==> src/hw/rtl/alfsm_pkg.sv <==
// Shared types and codes for the audio level and frame stats meter.
// No dependencies. Used by alfsm_shift_sub and the top level.
package alfsm_pkg;

  typedef enum logic [2:0] {
    REQ_PCM      = 3'd0,
    REQ_FRAME_OK = 3'd1,
    REQ_FRAME_ER = 3'd2,
    REQ_REPORT   = 3'd3,
    REQ_CLEAR    = 3'd4
  } req_e;

  typedef struct packed {
    logic        [2:0]  req_type;
    logic signed [15:0] pcm_sample;
    logic        [19:0] decode_time_us;
  } in_item_t;

  typedef struct packed {
    logic [15:0] rms_level;
    logic [15:0] peak_level;
    logic [31:0] ok_frames;
    logic [31:0] err_frames;
    logic [31:0] err_frames_total;
    logic [31:0] avg_decode_us;
    logic [19:0] max_decode_us;
  } out_item_t;

  typedef enum logic {
    SU_DIV  = 1'b0,
    SU_SQRT = 1'b1
  } su_op_e;

  // Request into the shared shift/subtract unit.
  typedef struct packed {
    logic   go;
    su_op_e op;
  } su_req_t;

  // Status back from the unit.
  typedef struct packed {
    logic busy;
    logic done;
  } su_stat_t;

  localparam int unsigned DivSteps  = 64;
  localparam int unsigned SqrtSteps = 32;

endpackage

==> src/hw/rtl/audio_level_and_frame_stats_meter.sv <==
// Audio level and frame statistics meter: top level with accumulators,
// report sequencer and output register. Uses alfsm_pkg, alfsm_shift_sub.
//
//   port         dir  payload      handshake
//   in_data_i    in   in_item_t    in_valid_i / in_stall_o
//   out_data_o   out  out_item_t   out_valid_o / out_stall_i
//
// Sample, frame-ok, frame-error and clear-all items never hold off input.
// A report item holds off input until its result is loaded; when both counts
// are nonzero it runs mean divide (64 steps), square root (32 steps) and
// average divide (64 steps), each with a load and a hand-off on the one
// shift/subtract unit, plus the send. No samples skips divide and root, no ok
// frames skips the average divide, neither leaves only the send. The result sits in the output
// register until taken; a new report finishing while that register is still
// stalled waits for it. Reset clears all counts.
module audio_level_and_frame_stats_meter import alfsm_pkg::*; (
  input  logic      clk_i,
  input  logic      rst_ni,
  input  logic      in_valid_i,
  output logic      in_stall_o,
  input  in_item_t  in_data_i,
  output logic      out_valid_o,
  input  logic      out_stall_i,
  output out_item_t out_data_o
);

  typedef enum logic [2:0] {
    ST_IDLE,
    ST_MEAN,
    ST_ROOT,
    ST_AVG,
    ST_SEND
  } state_e;

  state_e      state_q;

  // interval statistics
  logic [63:0] sq_sum_q;
  logic [31:0] n_samp_q;
  logic [15:0] peak_q;
  logic [31:0] ok_q;
  logic [31:0] err_q;
  logic [31:0] err_tot_q;
  logic [31:0] dsum_q;
  logic [19:0] dmax_q;

  // report snapshot
  logic [31:0] snap_ok_q;
  logic [31:0] snap_dsum_q;
  out_item_t   pend_q;
  out_item_t   out_q;
  logic        out_valid_q;

  logic        su_go_q;
  logic        su_go_d;
  su_op_e      su_op_q;
  logic [63:0] su_x_q;
  logic [31:0] su_d_q;
  su_req_t     su_req;
  su_stat_t    su_stat;
  logic [63:0] su_res;

  logic        in_xfer;
  logic [15:0] mag;
  logic [31:0] mag_sq;
  logic [15:0] rms_sat;

  assign in_xfer = in_valid_i && !in_stall_o;
  assign in_stall_o = (state_q != ST_IDLE);

  assign mag    = in_data_i.pcm_sample[15] ? 16'(-in_data_i.pcm_sample)
                                           : in_data_i.pcm_sample;
  assign mag_sq = {16'd0, mag} * {16'd0, mag};
  assign rms_sat = (|su_res[31:16]) ? 16'hFFFF : su_res[15:0];

  // unit launch: report with work to do, then each hand-off between steps
  assign su_go_d = ((state_q == ST_IDLE) && in_xfer && (in_data_i.req_type == REQ_REPORT) &&
                    ((n_samp_q != 32'd0) || (ok_q != 32'd0))) ||
                   ((state_q == ST_MEAN) && su_stat.done) ||
                   ((state_q == ST_ROOT) && su_stat.done && (snap_ok_q != 32'd0));

  assign su_req.go = su_go_q;
  assign su_req.op = su_op_q;

  alfsm_shift_sub u_shift_sub (
    .clk_i  (clk_i),
    .rst_ni (rst_ni),
    .req_i  (su_req),
    .x_i    (su_x_q),
    .d_i    (su_d_q),
    .stat_o (su_stat),
    .res_o  (su_res)
  );

  always_ff @(posedge clk_i or negedge rst_ni) begin
    if (!rst_ni) begin
      state_q     <= ST_IDLE;
      sq_sum_q    <= '0;
      n_samp_q    <= '0;
      peak_q      <= '0;
      ok_q        <= '0;
      err_q       <= '0;
      err_tot_q   <= '0;
      dsum_q      <= '0;
      dmax_q      <= '0;
      out_valid_q <= 1'b0;
      su_go_q     <= 1'b0;
      su_op_q     <= SU_DIV;
    end else begin
      su_go_q <= su_go_d;
      // the send state reloads the register itself
      if (out_valid_q && !out_stall_i && (state_q != ST_SEND)) begin
        out_valid_q <= 1'b0;
      end
      unique case (state_q)
        ST_IDLE: begin
          if (in_xfer) begin
            unique case (in_data_i.req_type)
              REQ_PCM: begin
                sq_sum_q <= sq_sum_q + {32'd0, mag_sq};
                n_samp_q <= n_samp_q + 32'd1;
                if (mag > peak_q) begin
                  peak_q <= mag;
                end
              end
              REQ_FRAME_OK: begin
                ok_q   <= ok_q + 32'd1;
                dsum_q <= dsum_q + {12'd0, in_data_i.decode_time_us};
                if (in_data_i.decode_time_us > dmax_q) begin
                  dmax_q <= in_data_i.decode_time_us;
                end
              end
              REQ_FRAME_ER: begin
                err_q     <= err_q + 32'd1;
                err_tot_q <= err_tot_q + 32'd1;
              end
              REQ_REPORT: begin
                sq_sum_q <= '0;
                n_samp_q <= '0;
                peak_q   <= '0;
                ok_q     <= '0;
                err_q    <= '0;
                dsum_q   <= '0;
                dmax_q   <= '0;
                priority if (n_samp_q != 32'd0) begin
                  su_op_q <= SU_DIV;
                  state_q <= ST_MEAN;
                end else if (ok_q != 32'd0) begin
                  su_op_q <= SU_DIV;
                  state_q <= ST_AVG;
                end else begin
                  state_q <= ST_SEND;
                end
              end
              REQ_CLEAR: begin
                sq_sum_q  <= '0;
                n_samp_q  <= '0;
                peak_q    <= '0;
                ok_q      <= '0;
                err_q     <= '0;
                err_tot_q <= '0;
                dsum_q    <= '0;
                dmax_q    <= '0;
              end
              default: begin
              end
            endcase
          end
        end
        ST_MEAN: begin
          if (su_stat.done) begin
            su_op_q <= SU_SQRT;
            state_q <= ST_ROOT;
          end
        end
        ST_ROOT: begin
          if (su_stat.done) begin
            if (snap_ok_q != 32'd0) begin
              su_op_q <= SU_DIV;
              state_q <= ST_AVG;
            end else begin
              state_q <= ST_SEND;
            end
          end
        end
        ST_AVG: begin
          if (su_stat.done) begin
            state_q <= ST_SEND;
          end
        end
        ST_SEND: begin
          if (!out_valid_q || !out_stall_i) begin
            out_valid_q <= 1'b1;
            state_q     <= ST_IDLE;
          end
        end
        default: begin
          state_q <= ST_IDLE;
        end
      endcase
    end
  end

  // payload: snapshot, unit operands, result assembly
  always_ff @(posedge clk_i) begin
    unique case (state_q)
      ST_IDLE: begin
        if (in_xfer && (in_data_i.req_type == REQ_REPORT)) begin
          snap_ok_q                <= ok_q;
          snap_dsum_q              <= dsum_q;
          pend_q.rms_level         <= '0;
          pend_q.peak_level        <= peak_q;
          pend_q.ok_frames         <= ok_q;
          pend_q.err_frames        <= err_q;
          pend_q.err_frames_total  <= err_tot_q;
          pend_q.avg_decode_us     <= '0;
          pend_q.max_decode_us     <= dmax_q;
          if (n_samp_q != 32'd0) begin
            su_x_q <= sq_sum_q;
            su_d_q <= n_samp_q;
          end else begin
            su_x_q <= {32'd0, dsum_q};
            su_d_q <= ok_q;
          end
        end
      end
      ST_MEAN: begin
        if (su_stat.done) begin
          su_x_q <= su_res;
        end
      end
      ST_ROOT: begin
        if (su_stat.done) begin
          pend_q.rms_level <= rms_sat;
          su_x_q           <= {32'd0, snap_dsum_q};
          su_d_q           <= snap_ok_q;
        end
      end
      ST_AVG: begin
        if (su_stat.done) begin
          pend_q.avg_decode_us <= su_res[31:0];
        end
      end
      ST_SEND: begin
        if (!out_valid_q || !out_stall_i) begin
          out_q <= pend_q;
        end
      end
      default: begin
      end
    endcase
  end

  assign out_valid_o = out_valid_q;
  assign out_data_o  = out_q;

  // unit running means input is held off
  a_busy_stalls: assert property (@(posedge clk_i) disable iff (!rst_ni)
    su_stat.busy |-> in_stall_o)
    else $error("shift/subtract unit busy while input open");

  // a result only appears out of the send state
  a_out_from_send: assert property (@(posedge clk_i) disable iff (!rst_ni)
    $rose(out_valid_o) |-> $past(state_q == ST_SEND))
    else $error("output valid raised outside send state");

  // an accepted report closes the input on the next cycle
  a_report_stalls: assert property (@(posedge clk_i) disable iff (!rst_ni)
    (in_valid_i && !in_stall_o && (in_data_i.req_type == REQ_REPORT)) |=> in_stall_o)
    else $error("report transfer did not hold off input");

  // the unit is only started when it is free
  a_go_when_free: assert property (@(posedge clk_i) disable iff (!rst_ni)
    su_go_q |-> !su_stat.busy)
    else $error("unit started while busy");

endmodule

==> src/hw/rtl/alfsm_shift_sub.sv <==
// Shared iterative shift/subtract unit: 64/32 restoring divide or 64-bit
// integer square root, one quotient or root bit per cycle. Uses alfsm_pkg.
module alfsm_shift_sub import alfsm_pkg::*; (
  input  logic        clk_i,
  input  logic        rst_ni,
  input  su_req_t     req_i,
  input  logic [63:0] x_i,
  input  logic [31:0] d_i,
  output su_stat_t    stat_o,
  output logic [63:0] res_o
);

  localparam logic [5:0] DivLast  = 6'(DivSteps - 1);
  localparam logic [5:0] SqrtLast = 6'(SqrtSteps - 1);

  logic        busy_q, busy_d;
  logic        done_q, done_d;
  logic [5:0]  cnt_q, cnt_d;
  su_op_e      op_q, op_d;
  logic [63:0] x_q, x_d;
  logic [31:0] d_q, d_d;
  logic [33:0] rem_q, rem_d;
  logic [63:0] res_q, res_d;

  logic [35:0] rem_sh;
  logic [35:0] trial;
  logic [36:0] diff;
  logic        ge;

  always_comb begin
    if (op_q == SU_SQRT) begin
      rem_sh = {rem_q, x_q[63:62]};
      trial  = {2'b00, res_q[31:0], 2'b01};
    end else begin
      rem_sh = {1'b0, rem_q, x_q[63]};
      trial  = {4'b0000, d_q};
    end
    diff = {1'b0, rem_sh} - {1'b0, trial};
    ge   = ~diff[36];
  end

  always_comb begin
    busy_d = busy_q;
    done_d = 1'b0;
    cnt_d  = cnt_q;
    op_d   = op_q;
    x_d    = x_q;
    d_d    = d_q;
    rem_d  = rem_q;
    res_d  = res_q;
    if (req_i.go && !busy_q) begin
      busy_d = 1'b1;
      op_d   = req_i.op;
      cnt_d  = (req_i.op == SU_SQRT) ? SqrtLast : DivLast;
      x_d    = x_i;
      d_d    = d_i;
      rem_d  = '0;
      res_d  = '0;
    end else if (busy_q) begin
      rem_d = ge ? diff[33:0] : rem_sh[33:0];
      res_d = {res_q[62:0], ge};
      x_d   = (op_q == SU_SQRT) ? {x_q[61:0], 2'b00} : {x_q[62:0], 1'b0};
      cnt_d = cnt_q - 6'd1;
      if (cnt_q == 6'd0) begin
        busy_d = 1'b0;
        done_d = 1'b1;
      end
    end
  end

  always_ff @(posedge clk_i or negedge rst_ni) begin
    if (!rst_ni) begin
      busy_q <= 1'b0;
      done_q <= 1'b0;
      cnt_q  <= '0;
      op_q   <= SU_DIV;
    end else begin
      busy_q <= busy_d;
      done_q <= done_d;
      cnt_q  <= cnt_d;
      op_q   <= op_d;
    end
  end

  always_ff @(posedge clk_i) begin
    x_q   <= x_d;
    d_q   <= d_d;
    rem_q <= rem_d;
    res_q <= res_d;
  end

  assign stat_o.busy = busy_q;
  assign stat_o.done = done_q;
  assign res_o       = res_q;

endmodule

==> config.mk <==
export PLATFORM = sky130hd
export DESIGN_NAME = audio_level_and_frame_stats_meter
export DESIGN_NICKNAME = d
export VERILOG_FILES = /design/src/hw/rtl/alfsm_pkg.sv /design/src/hw/rtl/audio_level_and_frame_stats_meter.sv /design/src/hw/rtl/alfsm_shift_sub.sv
export SDC_FILE = /design/constraint.sdc
export NUM_CORES = 2
export LEC_CHECK = 0
export BUFFER_PORTS_ARGS = -buffer_cell sky130_fd_sc_hd__buf_4
export CORE_MARGIN = 1
export CORE_UTILIZATION = 40
export DETAILED_ROUTE_END_ITERATION = 8
export SYNTH_ARGS = -nofsm -noshare
export SYNTH_HDL_FRONTEND = slang
export SYNTH_SLANG_ARGS = --single-unit
==> constraint.sdc <==
create_clock -name clk_i -period 28.7 [get_ports clk_i]
set_clock_uncertainty 0.05 [all_clocks]
set_input_delay 5.74 -clock clk_i [delete_from_list [all_inputs] [get_ports clk_i]]
set_output_delay 5.74 -clock clk_i [all_outputs]
set_load 0.03 [all_outputs]
# After elaboration in Yosys (flattened, before gate mapping)
# Cells that the tools add are included.
# W data, S select, Z words.
[word_totals]
input_bits = 43
elab_cells = 181
output_inout_bits = 182
register_bits = 957
[classes]
add_sub_neg = 9
bitwise_logic = 1
multipliers = 1
n_mux = 62
order_cmp = 2
reduce_logical = 49
eq_ne = 20
[ops]
columns = ["cell", "n"]
rows = [
  ["$mux W64", 7],
  ["$pmux W32 S2", 7],
  ["$pmux W64 S3", 1],
  ["$mux W180", 1],
  ["$add A32 B1 Y32 const B", 4],
  ["$mux W32", 4],
  ["$pmux W64 S2", 1],
  ["$reduce_bool A32 Y1", 3],
  ["$mux W34", 2],
  ["$add A64 B32 Y64", 1],
  ["$mux W16", 4],
  ["$pmux W16 S2", 2],
  ["$pmux W20 S2", 1],
  ["$sub A36 B34 Y37", 1],
  ["$mux W36", 1],
  ["$add A32 B20 Y32", 1],
  ["$mul A16 B16 Y32", 1],
  ["$mux W3", 9],
  ["$gt A20 B20 Y1", 1],
  ["$mux W20", 1],
  ["$mux W6", 3],
  ["$reduce_and A3 Y1", 6],
  ["$gt A16 B16 Y1", 1],
  ["$mux W1", 16],
  ["other kinds (25)", 65],
]

# Logic depth before layout (Yosys ltp)
[logic_depth]
depth_word = 8
depth_mapped = 34

# Modules after synthesis
# A second synthesis with hierarchy kept.
[unflattened]
cells_unflattened = 4674
area_unflattened_um2 = 51064.0
[modules_own_cells]
columns = ["mod", "area_each_um2", "instances", "cells_per_inst", "seq_area_each_um2"]
rows = [
  ["audio_level_and_frame_stats_meter", 40370.0, 1, 3562, 21310.4],
  ["alfsm_shift_sub", 10694.0, 1, 1112, 5069.9],
]

# Worst setup path before layout
# OpenSTA, ideal clock, no wires.
[synth_timing]
path_kind = "input -> register"
start = "input port out_stall_i"
end = "register out_q (netlist bit out_data_o[0]), enable pin"
setup_slack_ns = 13.682
setup_ns = 0.780
t_required_ns = 27.870
stages = 1
path_buffers = 0
arrival_time_ns = 14.188
cell_sequence = "a21oi_1"
[synth_via]
elab_chain_cells = 3
[synth_rtl]
columns = ["element", "line", "rtl"]
rows = [
  ["from (decl)", "audio_level_and_frame_stats_meter.sv:23", "input logic out_stall_i,"],
  ["$logic_not A1 Y1", "audio_level_and_frame_stats_meter.sv:245", "if (!out_valid_q || !out_stall_i) begin"],
  ["$logic_or A1 B1 Y1", "audio_level_and_frame_stats_meter.sv:245", ""],
  ["$reduce_and A2 Y1 (no source line)", "-", ""],
  ["to (signal assigned)", "audio_level_and_frame_stats_meter.sv:246", "out_q <= pend_q;"],
  ["to (decl)", "audio_level_and_frame_stats_meter.sv:51", "out_item_t out_q;"],
]
# No other way between the ends.
# A chain may end at the register's enable or synchronous reset.

# Worst setup path in the final report
[layout_timing]
start = "input port in_data_i[20] (netlist bit)"
end = "register sq_sum_q[57]"
[layout_via]
elab_chain_cells = 5
[layout_rtl]
columns = ["element", "line", "rtl"]
rows = [
  ["from (decl)", "audio_level_and_frame_stats_meter.sv:21", "input in_item_t in_data_i,"],
  ["$neg A16 Y16", "audio_level_and_frame_stats_meter.sv:71", "assign mag = in_data_i.pcm_sample[15] ? 16'(-in_data_i.pcm_sample)"],
  ["$mux W16 (*)", "audio_level_and_frame_stats_meter.sv:71", ""],
  ["$mul A16 B16 Y32 (*)", "audio_level_and_frame_stats_meter.sv:73", "assign mag_sq = {16'd0, mag} * {16'd0, mag};"],
  ["$add A64 B32 Y64 (*)", "audio_level_and_frame_stats_meter.sv:120", "sq_sum_q <= sq_sum_q + {32'd0, mag_sq};"],
  ["$pmux W64 S2 (*)", "audio_level_and_frame_stats_meter.sv:118", "unique case (in_data_i.req_type)"],
  ["to (signal assigned)", "audio_level_and_frame_stats_meter.sv:120", ""],
  ["to (decl)", "audio_level_and_frame_stats_meter.sv:38", "logic [63:0] sq_sum_q;"],
]
# Mark *: on every way between the ends. The rest lies on a longest branch, timed or not.

==> results.md <==
* Seq/Total Area, Yosys at 0.528
* Design Power at 5.19 mW
* DRC at 18
* Detailed Route Iter0 Violations at 2264
* CP most frequent cell: inv_1
* TNS Setup at 0 ns
* Count leader, synth: edfxtp_1
* Clk sinks at 957
* CP Launch Type: input port
* Mux share of post-synthesis cell area at 0.0366
* Max incr delay on CP at 0.78 ns
* FMAX at 0.0703 GHz
* CTS max path bufs at 3
* List of most frequent post-synthesis cells: edfxtp_1, nand2_1, inv_1
* Worst Tran Pin Value at 1.11 ns
* Register-to-Register Path Depth at 12
* Yosys warning count at 0
* Register area at 26400 sq um
* Max-cap viol count at 0
* IO Port Bufs at 224
* Simple-Gate Fraction of Synth Area at 0.114
* Initial Utilization at 0.403
* CP startpoint: in_data_i[20]
* Vias in the first global route at 33800
* Reg2Reg Setup Slack at 22.60 ns
* Die height at 355 um
* Post-CTS Setup Bufs at 0
* Post-Syn Area at 50000 sq um
* Die width at 355 um
* Root buf cell: clkbuf_16
* Largest family of logic cells by synthesized area: adder cells
* Post-cts resize count at 0
* H-Tree Depth at 3
* Multi-input logic area at 21400 sq um
* Crit path kind: in -> reg
* WL/cell at 19.4 um
* Final setup viols at 0
* Tot GR Track Use at 0.198
* Cells after Synth at 4475
* Final Core Density at 0.459
* Synth Area in Compound Gates at 0.112
* Antenna violations before repair at 3
* Overflow after GRT at 0
* Status: finished with violations
* Clock Pin Slew Worst Setup and Hold Paths at 0.06 ns
* RSZ-0062 raised after global routing: no
* Fin crit share at 0.496
* Vias post-DR at 33700
* Async set-reset flop share out of synthesis at 0.287
* Crit path arrival time at 14.76 ns
* Violated checks: DRC
* Vias per cell at 5.26
* N_diodes at 0
* Total Routed Length at 125000 um
* Layout area overhead at 13.8%
* Post-synth EDFFs at 584
* First drt pass iteration count at 7
* Top cell type by total area after synthesis: edfxtp_1
* Xor/xnor share of the synthesized area at 0.0328
* Critical Path RT at 29.23 ns
* DRT antenna net count at 0
* Setup WS post-layout at 14.47 ns
* VDD IR max at 0.203 mV
* Final min period at 14.23 ns
* Post-synthesis sequential element count at 957
* Worst min-delay path category: reg -> reg
* Io pins at 225
* Number of nets in the layout at 5130
* # fillers at 11400
* GPL Wtd Cong at 0.914
* Static leakage at 23.2 nW
* Reg2Reg Launch Point: u_shift_sub.op_q
* # rows at 129
* Power Density at 91.3 nW/um^2
* Worst skew pair latency at 0.73 ns
* Hold Vio Cnt, Final at 0
* Max-slew headroom at 0.259
* Synthesized area per cell at 11.2 sq um
* CTS tree: yes
* Synth top area cells: edfxtp_1, dfrtp_1, fa_1
* Core area at 124000 sq um
* Critical Path End Type: flip-flop
* Num CTS Buffers at 102
* Post-DP HPWL at 89800 um
* Synthesized-area fraction occupied by adder cells at 0.130
* Layout cells sized above 1 at 0.107
* First-pass GRT wire length at 196000 um
* Crit path capture: sq_sum_q[57]
* CP max FO at 12
* Worst R2R End: u_shift_sub.rem_q[14]
* Placement Setup Slack at 13.78 ns
* Ys flop type: edfxtp_1
* Critical-path top delay cell: xor2_1
* Synth top area share at 0.351
* Hold_buf cts at 0
* Yosys cell types at 85
* Die area at 126000 sq um
* Final Max Slew Viols at 0
* Pin count of the biggest net entering global routing at 135
## layout by cell type (no fill, tap or decap), types with 109 or more instances in the layout
cell type,instances
nand2_1,525
dfrtp_1,273
inv_1,431
nor2_1,273
xor2_1,109
ha_1,204
a21oi_1,193
buf_4,276
edfxtp_1,584
o21ai_0,347
mux2i_1,142
fa_1,197
## cells by family (layout without fill, tap and decap cells)
| logic type | after synthesis | count (layout) |
|---|---|---|
| xor+xnor | 187 | 187 |
| flops | 957 | 957 |
| buf+inv | 621 | 911 |
| simple gates | 1233 | 1233 |
| other cells | 2 | 11 |
| mux | 178 | 178 |
| fa+ha+maj | 401 | 401 |
| compound gates | 896 | 896 |
## critical path, delay by kind of cell
family	cells	cell delay, ns
xor+xnor	2	0.95
buf+inv	9	1.43
simple gates	4	0.64
fa+ha+maj	8	3.87
compound gates	6	2.10
## power by group
group / total [mW] / switching [mW] / internal (mW)
clock network: 1.30 / 0.560 / 0.737
registers: 1.47 / 0.0143 / 1.46
logic: 2.42 / 1.41 / 1.01
total: 5.19 / 1.99 / 3.21
## metal layers
| layer | wire [um] | up-vias | global-route usage | part of all wire |
|---|---|---|---|---|
| met5 | 0 | - | 0 | 0 |
| met3 | 4990 | 174 | 0.0234 | 0.040 |
| met1 | 57700 | 16800 | 0.276 | 0.46 |
| li1 | - | 16100 | - | - |
| met4 | 2990 | 0 | 0.0597 | 0.024 |
| met2 | 58800 | 700 | 0.323 | 0.47 |
## final cells by class
type	count	area share
multi-input cells	2906	0.376
well taps	1637	0.0360
clock buffers	139	0.0489
flip-flops and latches	957	0.464
inverters	441	0.0292
clock inverters	53	0.00900
repair buffers	278	0.0371
## metrics by stage
| step | hold slack [ns] | instances | cell area (sq um) |
|---|---|---|---|
| after CTS | 0.334 | 6411 | 56800 |
| after floorplan | 0.350 | 4484 | 50000 |
| after global routing | 0.356 | 6411 | 56800 |
| after detailed placement | 0.355 | 6219 | 53600 |
| final | 0.340 | 6411 | 56800 |
| after global placement | 0.351 | 6219 | 53600 |
## worst min path at each step
| stage | from | to | slack, ns | depth (start not counted) |
|---|---|---|---|---|
| final | su_d_q[6] | u_shift_sub.d_q[6] | 0.34 | 0 |
| after global routing | su_d_q[21] | u_shift_sub.d_q[21] | 0.36 | 0 |
| after CTS | su_d_q[6] | u_shift_sub.d_q[6] | 0.33 | 0 |
| after detailed placement | pend_q[102] | out_data_o[102] | 0.35 | 0 |
| after global placement | pend_q[12] | out_data_o[12] | 0.35 | 0 |
| after floorplan | pend_q[0] | out_data_o[0] | 0.35 | 0 |
## state kept, by name, indices dropped and copies added, names as in the netlist, 34 cells and up
name               cells
u_shift_sub.x_q       64
u_shift_sub.rem_q     34
u_shift_sub.res_o     64
pend_q               180
sq_sum_q              64
out_data_o           180
su_x_q                64
(Power assumes the default switching activity.)
